**src/design/bsab_pkg.sv**
```systemverilog
// Shared types, constants and channel arithmetic for the bilinear sprite blend.
// There are no dependencies. The filter stage and the top level both use this package.
`timescale 1ns / 1ps

package bsab_pkg;

    localparam int ChBits   = 8;
    localparam int NumCh    = 4;
    localparam int NumTaps  = 4;
    localparam int CfgIdxW  = 2;

    localparam logic [ChBits-1:0] ChMax = 8'd255;

    // Register indexes of the configuration port.
    localparam logic [CfgIdxW-1:0] RegFracX = 2'd0;
    localparam logic [CfgIdxW-1:0] RegFracY = 2'd1;

    // An ARGB pixel. Index 3 is alpha, then R, G and B.
    typedef logic [NumCh-1:0][ChBits-1:0] t_px;
    typedef logic [ChBits-1:0]            t_ch;

    // Scale one channel by w/256.
    function automatic t_ch scale_ch(input t_ch ch, input t_ch w);
        logic [2*ChBits-1:0] prod;
        prod = ch * w;
        return prod[2*ChBits-1:ChBits];
    endfunction

    // Add two channels and clamp at full scale.
    function automatic t_ch sat_add(input t_ch a, input t_ch b);
        logic [ChBits:0] sum;
        sum = {1'b0, a} + {1'b0, b};
        return sum[ChBits] ? ChMax : sum[ChBits-1:0];
    endfunction

endpackage

```
**src/design/bilinear_sprite_alpha_blend_top.sv**
```systemverilog
// Top level: it holds the configuration registers, weight set-up, alpha blend and output stage.
// It depends on bsab_pkg and bsab_filter.
// A result reaches the ports once its request has passed the input register, the two filter stages,
// the blend-product register and the output register, with o_valid high for one cycle.
// Throughput: one request per cycle. The five-stage pipeline never stalls, and busy stays low.
// Reset (synchronous, active low) clears the fractions to zero and empties the pipeline.
// The receiver cannot stall. Each result is shown for exactly one cycle.
`timescale 1ns / 1ps

module bilinear_sprite_alpha_blend_top (
    input  logic                         i_clk,
    input  logic                         i_rst_n,
    input  logic                         start,
    output logic                         busy,
    input  logic [31:0]                  i_tap_here,
    input  logic [31:0]                  i_tap_right,
    input  logic [31:0]                  i_tap_below,
    input  logic [31:0]                  i_tap_below_right,
    input  logic [31:0]                  i_background,
    output logic                         o_valid,
    output logic [31:0]                  o_blended,
    input  logic                         i_cfg_valid,
    output logic                         o_cfg_ready,
    input  logic [bsab_pkg::CfgIdxW-1:0] i_cfg_index,
    input  logic [7:0]                   i_cfg_data
);
    import bsab_pkg::*;

    t_ch                 r_frac_x;
    t_ch                 r_frac_y;
    t_ch [NumTaps-1:0]   n_weights;
    logic                r_valid_in;
    t_px [NumTaps-1:0]   r_taps;
    t_ch [NumTaps-1:0]   r_weights;
    t_px                 r_bg_in;
    logic                f_valid;
    t_px                 f_pix;
    t_px                 f_bg;
    logic                r_valid_b;
    t_px                 r_fg_part;
    t_px                 r_bg_part;
    logic                r_out_valid;
    t_px                 r_out;
    t_ch                 alpha;
    t_ch                 alpha_inv;
    t_px                 n_fg_part;
    t_px                 n_bg_part;
    t_px                 n_out;
    logic                accept;

    assign busy        = 1'b0;
    assign o_cfg_ready = 1'b1;
    assign accept      = start && !busy;

    // Configuration registers. A write to any other index is ignored.
    always_ff @(posedge i_clk) begin
        if (!i_rst_n) begin
            r_frac_x <= '0;
            r_frac_y <= '0;
        end else if (i_cfg_valid && o_cfg_ready) begin
            unique case (i_cfg_index)
                RegFracX: r_frac_x <= i_cfg_data;
                RegFracY: r_frac_y <= i_cfg_data;
                default: ;
            endcase
        end
    end

    // Tap weights from the fractions, one per tap in port order.
    always_comb begin
        n_weights[0] = scale_ch(r_frac_x, r_frac_y);
        n_weights[1] = scale_ch(ChMax - r_frac_x, r_frac_y);
        n_weights[2] = scale_ch(r_frac_x, ChMax - r_frac_y);
        n_weights[3] = scale_ch(ChMax - r_frac_x, ChMax - r_frac_y);
    end

    // Input stage.
    always_ff @(posedge i_clk) begin
        if (!i_rst_n) begin
            r_valid_in <= 1'b0;
        end else begin
            r_valid_in <= accept;
        end
    end

    always_ff @(posedge i_clk) begin
        r_taps[0] <= i_tap_here;
        r_taps[1] <= i_tap_right;
        r_taps[2] <= i_tap_below;
        r_taps[3] <= i_tap_below_right;
        r_weights <= n_weights;
        r_bg_in   <= i_background;
    end

    bsab_filter u_filter (
        .i_clk     (i_clk),
        .i_rst_n   (i_rst_n),
        .i_valid   (r_valid_in),
        .i_taps    (r_taps),
        .i_weights (r_weights),
        .i_bg      (r_bg_in),
        .o_valid   (f_valid),
        .o_pix     (f_pix),
        .o_bg      (f_bg)
    );

    // Blend products. Filtered alpha weighs the sprite, and its complement weighs the background.
    assign alpha     = f_pix[NumCh-1];
    assign alpha_inv = ChMax - alpha;

    always_comb begin
        for (int c = 0; c < NumCh; c++) begin
            n_fg_part[c] = scale_ch(f_pix[c], alpha);
            n_bg_part[c] = scale_ch(f_bg[c], alpha_inv);
        end
    end

    // Final channel sums.
    always_comb begin
        for (int c = 0; c < NumCh; c++) begin
            n_out[c] = sat_add(r_fg_part[c], r_bg_part[c]);
        end
    end

    always_ff @(posedge i_clk) begin
        if (!i_rst_n) begin
            r_valid_b   <= 1'b0;
            r_out_valid <= 1'b0;
        end else begin
            r_valid_b   <= f_valid;
            r_out_valid <= r_valid_b;
        end
    end

    always_ff @(posedge i_clk) begin
        r_fg_part <= n_fg_part;
        r_bg_part <= n_bg_part;
        r_out     <= n_out;
    end

    assign o_valid   = r_out_valid;
    assign o_blended = r_out;

    // Every accepted request yields a result on o_valid.
    a_latency: assert property (@(posedge i_clk) disable iff (!i_rst_n)
        accept |-> ##5 o_valid)
        else $error("result missing five cycles after request");

    // No result appears without a matching earlier request.
    a_no_spurious: assert property (@(posedge i_clk) disable iff (!i_rst_n)
        !accept |-> ##5 !o_valid)
        else $error("result without a matching request");

    // The weights sum below full scale, so filtered alpha never saturates.
    a_alpha_range: assert property (@(posedge i_clk) disable iff (!i_rst_n)
        f_valid |-> (f_pix[NumCh-1] != ChMax))
        else $error("filtered alpha reached full scale");

    // A blended channel stays below full scale.
    a_out_range: assert property (@(posedge i_clk) disable iff (!i_rst_n)
        o_valid |-> (o_blended[31:24] != 8'hFF) && (o_blended[23:16] != 8'hFF)
                 && (o_blended[15:8] != 8'hFF) && (o_blended[7:0] != 8'hFF))
        else $error("blended channel reached full scale");

endmodule

```
**src/design/bsab_filter.sv**
```systemverilog
// Bilinear filter stages: four weighted taps per channel, then the summing tree.
// It depends on bsab_pkg. The background pixel travels alongside the taps.
`timescale 1ns / 1ps

module bsab_filter (
    input  logic                                   i_clk,
    input  logic                                   i_rst_n,
    input  logic                                   i_valid,
    input  bsab_pkg::t_px [bsab_pkg::NumTaps-1:0]  i_taps,
    input  bsab_pkg::t_ch [bsab_pkg::NumTaps-1:0]  i_weights,
    input  bsab_pkg::t_px                          i_bg,
    output logic                                   o_valid,
    output bsab_pkg::t_px                          o_pix,
    output bsab_pkg::t_px                          o_bg
);
    import bsab_pkg::*;

    logic                      r_valid_m;
    t_px [NumTaps-1:0]         r_scaled;
    t_px                       r_bg_m;
    logic                      r_valid_s;
    t_px                       r_pix;
    t_px                       r_bg_s;
    t_px [NumTaps-1:0]         n_scaled;
    t_px                       n_pix;

    // Each tap's channels are scaled by that tap's weight.
    always_comb begin
        for (int t = 0; t < NumTaps; t++) begin
            for (int c = 0; c < NumCh; c++) begin
                n_scaled[t][c] = scale_ch(i_taps[t][c], i_weights[t]);
            end
        end
    end

    // Pairwise clamped sums, in the same grouping as the blend equation.
    always_comb begin
        for (int c = 0; c < NumCh; c++) begin
            n_pix[c] = sat_add(sat_add(r_scaled[0][c], r_scaled[1][c]),
                               sat_add(r_scaled[2][c], r_scaled[3][c]));
        end
    end

    // Valid bits of the two stages.
    always_ff @(posedge i_clk) begin
        if (!i_rst_n) begin
            r_valid_m <= 1'b0;
            r_valid_s <= 1'b0;
        end else begin
            r_valid_m <= i_valid;
            r_valid_s <= r_valid_m;
        end
    end

    // Payload registers of the two stages.
    always_ff @(posedge i_clk) begin
        r_scaled <= n_scaled;
        r_bg_m   <= i_bg;
        r_pix    <= n_pix;
        r_bg_s   <= r_bg_m;
    end

    assign o_valid = r_valid_s;
    assign o_pix   = r_pix;
    assign o_bg    = r_bg_s;

endmodule

```
**config.mk**
```make
export PLATFORM = sky130hd
export DESIGN_NAME = bilinear_sprite_alpha_blend_top
export DESIGN_NICKNAME = d
export VERILOG_FILES = /design/src/design/bsab_pkg.sv /design/src/design/bilinear_sprite_alpha_blend_top.sv /design/src/design/bsab_filter.sv
export SDC_FILE = /design/constraint.sdc
export NUM_CORES = 2
export LEC_CHECK = 0
export ABC_AREA = 0
export BUFFER_PORTS_ARGS = -buffer_cell sky130_fd_sc_hd__buf_2
export CAP_MARGIN = 20
export CORE_UTILIZATION = 40
export CTS_BUF_LIST = sky130_fd_sc_hd__clkbuf_4
export CTS_CLUSTER_DIAMETER = 200
export DETAILED_ROUTE_END_ITERATION = 7
export MAX_ROUTING_LAYER = met4
export PLACE_DENSITY = 0.61
export SLEW_MARGIN = 0
export SYNTH_ARGS = -nofsm -noshare
export SYNTH_HDL_FRONTEND = slang
export SYNTH_HIERARCHICAL = 1
export SYNTH_SLANG_ARGS = --single-unit
```
**constraint.sdc**
```tcl
create_clock -name i_clk -period 6.53 [get_ports i_clk]
set_clock_uncertainty 0.2 [all_clocks]
set_input_delay 1.306 -clock i_clk [delete_from_list [all_inputs] [get_ports i_clk]]
set_output_delay 1.306 -clock i_clk [all_outputs]
set_load 0.01 [all_outputs]
```
==> metrics.md <==
| Metric | Value |
|---|---|
| Final setup fails | 0 |
| Crit Path Category | reg -> reg |
| Mapped Area | 68900 µm² |
| EDFF count, synth | 0 |
| Setup_tns | 0 ps |
| Die width | approximately 420 µm |
| Ys flop type | dfxtp_1 |
| Port Buffers | 206 |
| Avg WL per Cell | between 15 and 20 µm |
| Synthesis Warnings | 6 |
| Clk buf depth | 3 |
| Critical Path End | r_bg_part[31]$_DFF_P_ |
| RSZ-0062 raised after global routing | false |
| Synth top area cells | fa_1, ha_1, dfxtp_1 |
| Worst R2R End | r_bg_part[31]$_DFF_P_ |
| DIE AREA | around 170000 µm² |
| Syn nets | ~9500 |
| Max cap viols | 0 |
| Remaining global-route overflow | 0 |
| H-Tree Depth | 4 |
| Minimum clock period | 5440 ps |
| Layout Utilization | 0.447 |
| Final Max Tran Viols | 0 |
| Clock root buffer | clkbuf_4 |
| Initial core utilization | 0.405 |
| Post-CTS Setup Inserts | 0 |
| Critical path startpoint | u_filter/o_pix[28]$_SDFF_PP1_ |
| Vias | 48700 |
| GRT Util Overall | 0.196 |
| FF-to-FF path depth | 15 |
| Worst-path clk slew | 60 ps |
| Critical Path RT | 7350 ps |
| CP arrival | 6260 ps |
| Area grow syn2layout | 10.5% |
| Final ANT Viol Nets | 0 |
| First DRT Iteration DRCs | 1607 |
| Layout cells sized above 1 | 0.0741 |
| Cells after Synth | ~7300 |
| Pre-CTS setup slack | ~1100 ps |
| Fmax | approximately 180 MHz |
| Endpoints failing hold | 0 |
| Min setup slack post-route | 1090 ps |
| Nets | 9877 |
| Synthesized flop and latch total | approximately 530 |
| Hold WC Path Type | reg -> reg |
| Status | finished, final reports clean |
| Drt pass-1 iters | 7 |
| Later-pin clock latency in the skew report | 1180 ps |
| Post-Syn Area per Cell | 9.45 µm² |
| Io pins | 209 |
| Setup crit end kind | register |
| Post-CTS Resized | 0 |
| Total CTS buffers | ~160 |
| Largest net degree at the start of global routing | 57 |
| Initial antenna violation count | 2 |
| Period utilization | 0.833 |
| Placer Congestion | 0.884 |
| Max FO, Critical Path | 42 |
| Slew headroom | 0.258 |
| Core area | 170000 µm² |
| Internal reg-to-reg setup slack | 1090 ps |
| Number of global-route vias before repair | 53200 |
| Synth area leader | fa_1 |
| CP Launch Type | register |
| First-pass GRT wire length | 267 mm |
| Post-synth top area share | 0.286 |
| Die H | 417 µm |
| Row cnt | 151 |
| CTS tree | built |
| Asr flop ratio synth | 0 |
| Hold-fix buffers, CTS | 155 |
| DP Wirelength | 129 mm |
| Final wirelength | between 150 and 200 mm |
| Final routed DRC violation total | 0 |
| Vias/cell | 4.83 |
| Worst slew pin tran | 1110 ps |
| Clk sink count | 533 |
| Sequential element share of the synthesized area | 0.155 |
| Synth unique cells | 84 |
| RR Startpoint | u_filter/o_pix[28]$_SDFF_PP1_ |
-- how the worst min path moves through the flow --
stage	from	depth (start not counted)	to
4_1_cts	i_tap_here[17]	1	r_taps[17]$_DFF_P_
2_1_floorplan	u_filter/r_bg_m[0]$_DFF_P_	0	u_filter/o_bg[0]$_DFF_P_
3_5_place_dp	u_filter/r_bg_m[21]$_DFF_P_	0	u_filter/o_bg[21]$_DFF_P_
3_3_place_gp	u_filter/r_bg_m[30]$_DFF_P_	0	u_filter/o_bg[30]$_DFF_P_
5_1_grt	i_tap_here[17]	1	r_taps[17]$_DFF_P_
6_report	u_filter/r_bg_m[15]$_DFF_P_	0	u_filter/o_bg[15]$_DFF_P_
-- routing by layer --
metal / global-route usage / wire length (µm) / share of wire / up-vias
li1: - / - / - / 23700
met1: 0.233 / 70300 / 0.44 / 24100
met2: 0.346 / 81800 / 0.51 / 680
met3: 0.0247 / 4820 / 0.030 / 208
met4: 0.0570 / 4010 / 0.025 / 0
met5: - / 0 / 0 / -
-- kinds of logic (layout without fill, tap and decap cells) --
kind of cell	after synthesis	count (layout)	share of synthesized area
buffers and inverters	1421	1919	0.0779
flip-flops	533	533	0.155
multiplexers	20	20	0.00296
AO/OA/AOI/OAI	629	629	0.0606
other	2	12	0.000109
AND/OR/NAND/NOR	2391	2391	0.194
XOR/XNOR	257	257	0.0327
adder cells (fa/ha/maj)	2033	2033	0.477
-- area by class of cell --
class | count | area [µm²]
well taps | 2295 | 2870
multi-input cells | 5332 | 52800
clock buffers | 193 | 1450
repair buffers | 430 | 3120
fillers | 16500 | 94100
flip-flops and latches | 533 | 10700
diodes | 10 | 25.0
clock inverters | 78 | 569
inverters | 1218 | 4570
-- placed cells by master, fill, tap and decap left out, types with 102 or more instances in the layout --
cell	netlist	final
ha_1	1048	1048
a21o_1	102	102
nor2b_1	381	381
dlygate4sd3_1	0	155
inv_1	1218	1218
a21oi_1	156	156
o21ai_0	113	113
clkbuf_4	0	193
xnor2_1	144	144
buf_2	11	206
and2_1	1011	1011
nor2_1	207	207
fa_1	985	985
xor2_1	113	113
dfxtp_1	533	525
nand2_1	413	413
-- critical path, stage by stage (launching register included) --
cell     delay (ps)
dfxtp_2         940
buf_4           430
nor2b_1         120
fa_1            560
fa_1            440
fa_1            540
inv_1            50
fa_1            530
inv_1            40
ha_1            320
o21a_1          220
and4_1          200
a21oi_1         210
a31oi_1         130
or2_1           240
xnor2_1         120
-- stage by stage --
stage | hold WS, ps | instances | cell area (µm²)
5_1_grt | 8.33 | 10100 | 76100
2_1_floorplan | 110 | 7286 | 68900
3_3_place_gp | 111 | 9651 | 72500
6_report | 122 | 10100 | 76100
4_1_cts | 7.93 | 10100 | 76100
3_5_place_dp | 112 | 9653 | 72500
-- cell usage after synthesis, drive strengths merged (143+ instances only) --
| cell type | instances |
|---|---|
| nand2 | 414 |
| o21ai | 143 |
| nor2b | 381 |
| clkbuf | 186 |
| a21oi | 159 |
| inv | 1218 |
| fa | 985 |
| nor2 | 207 |
| ha | 1048 |
| dfxtp | 533 |
| and2 | 1011 |
| xnor2 | 144 |
-- registers in the layout, indices dropped and copies added (netlist names) --
name / cells
u_filter/o_valid: 1
r_taps: 128
r_bg_in: 32
o_valid: 1
o_blended: 32
r_weights: 32
u_filter/o_pix: 32
r_frac_y: 8
r_valid_b: 1
u_filter/r_scaled: 128
r_valid_in: 1
r_fg_part: 32
r_bg_part: 32
u_filter/r_valid_m: 1
r_frac_x: 8
u_filter/o_bg: 32
u_filter/r_bg_m: 32
Power is not shown: default switching activity piles up to over one toggle a cycle in this logic, so the estimate is an artifact.
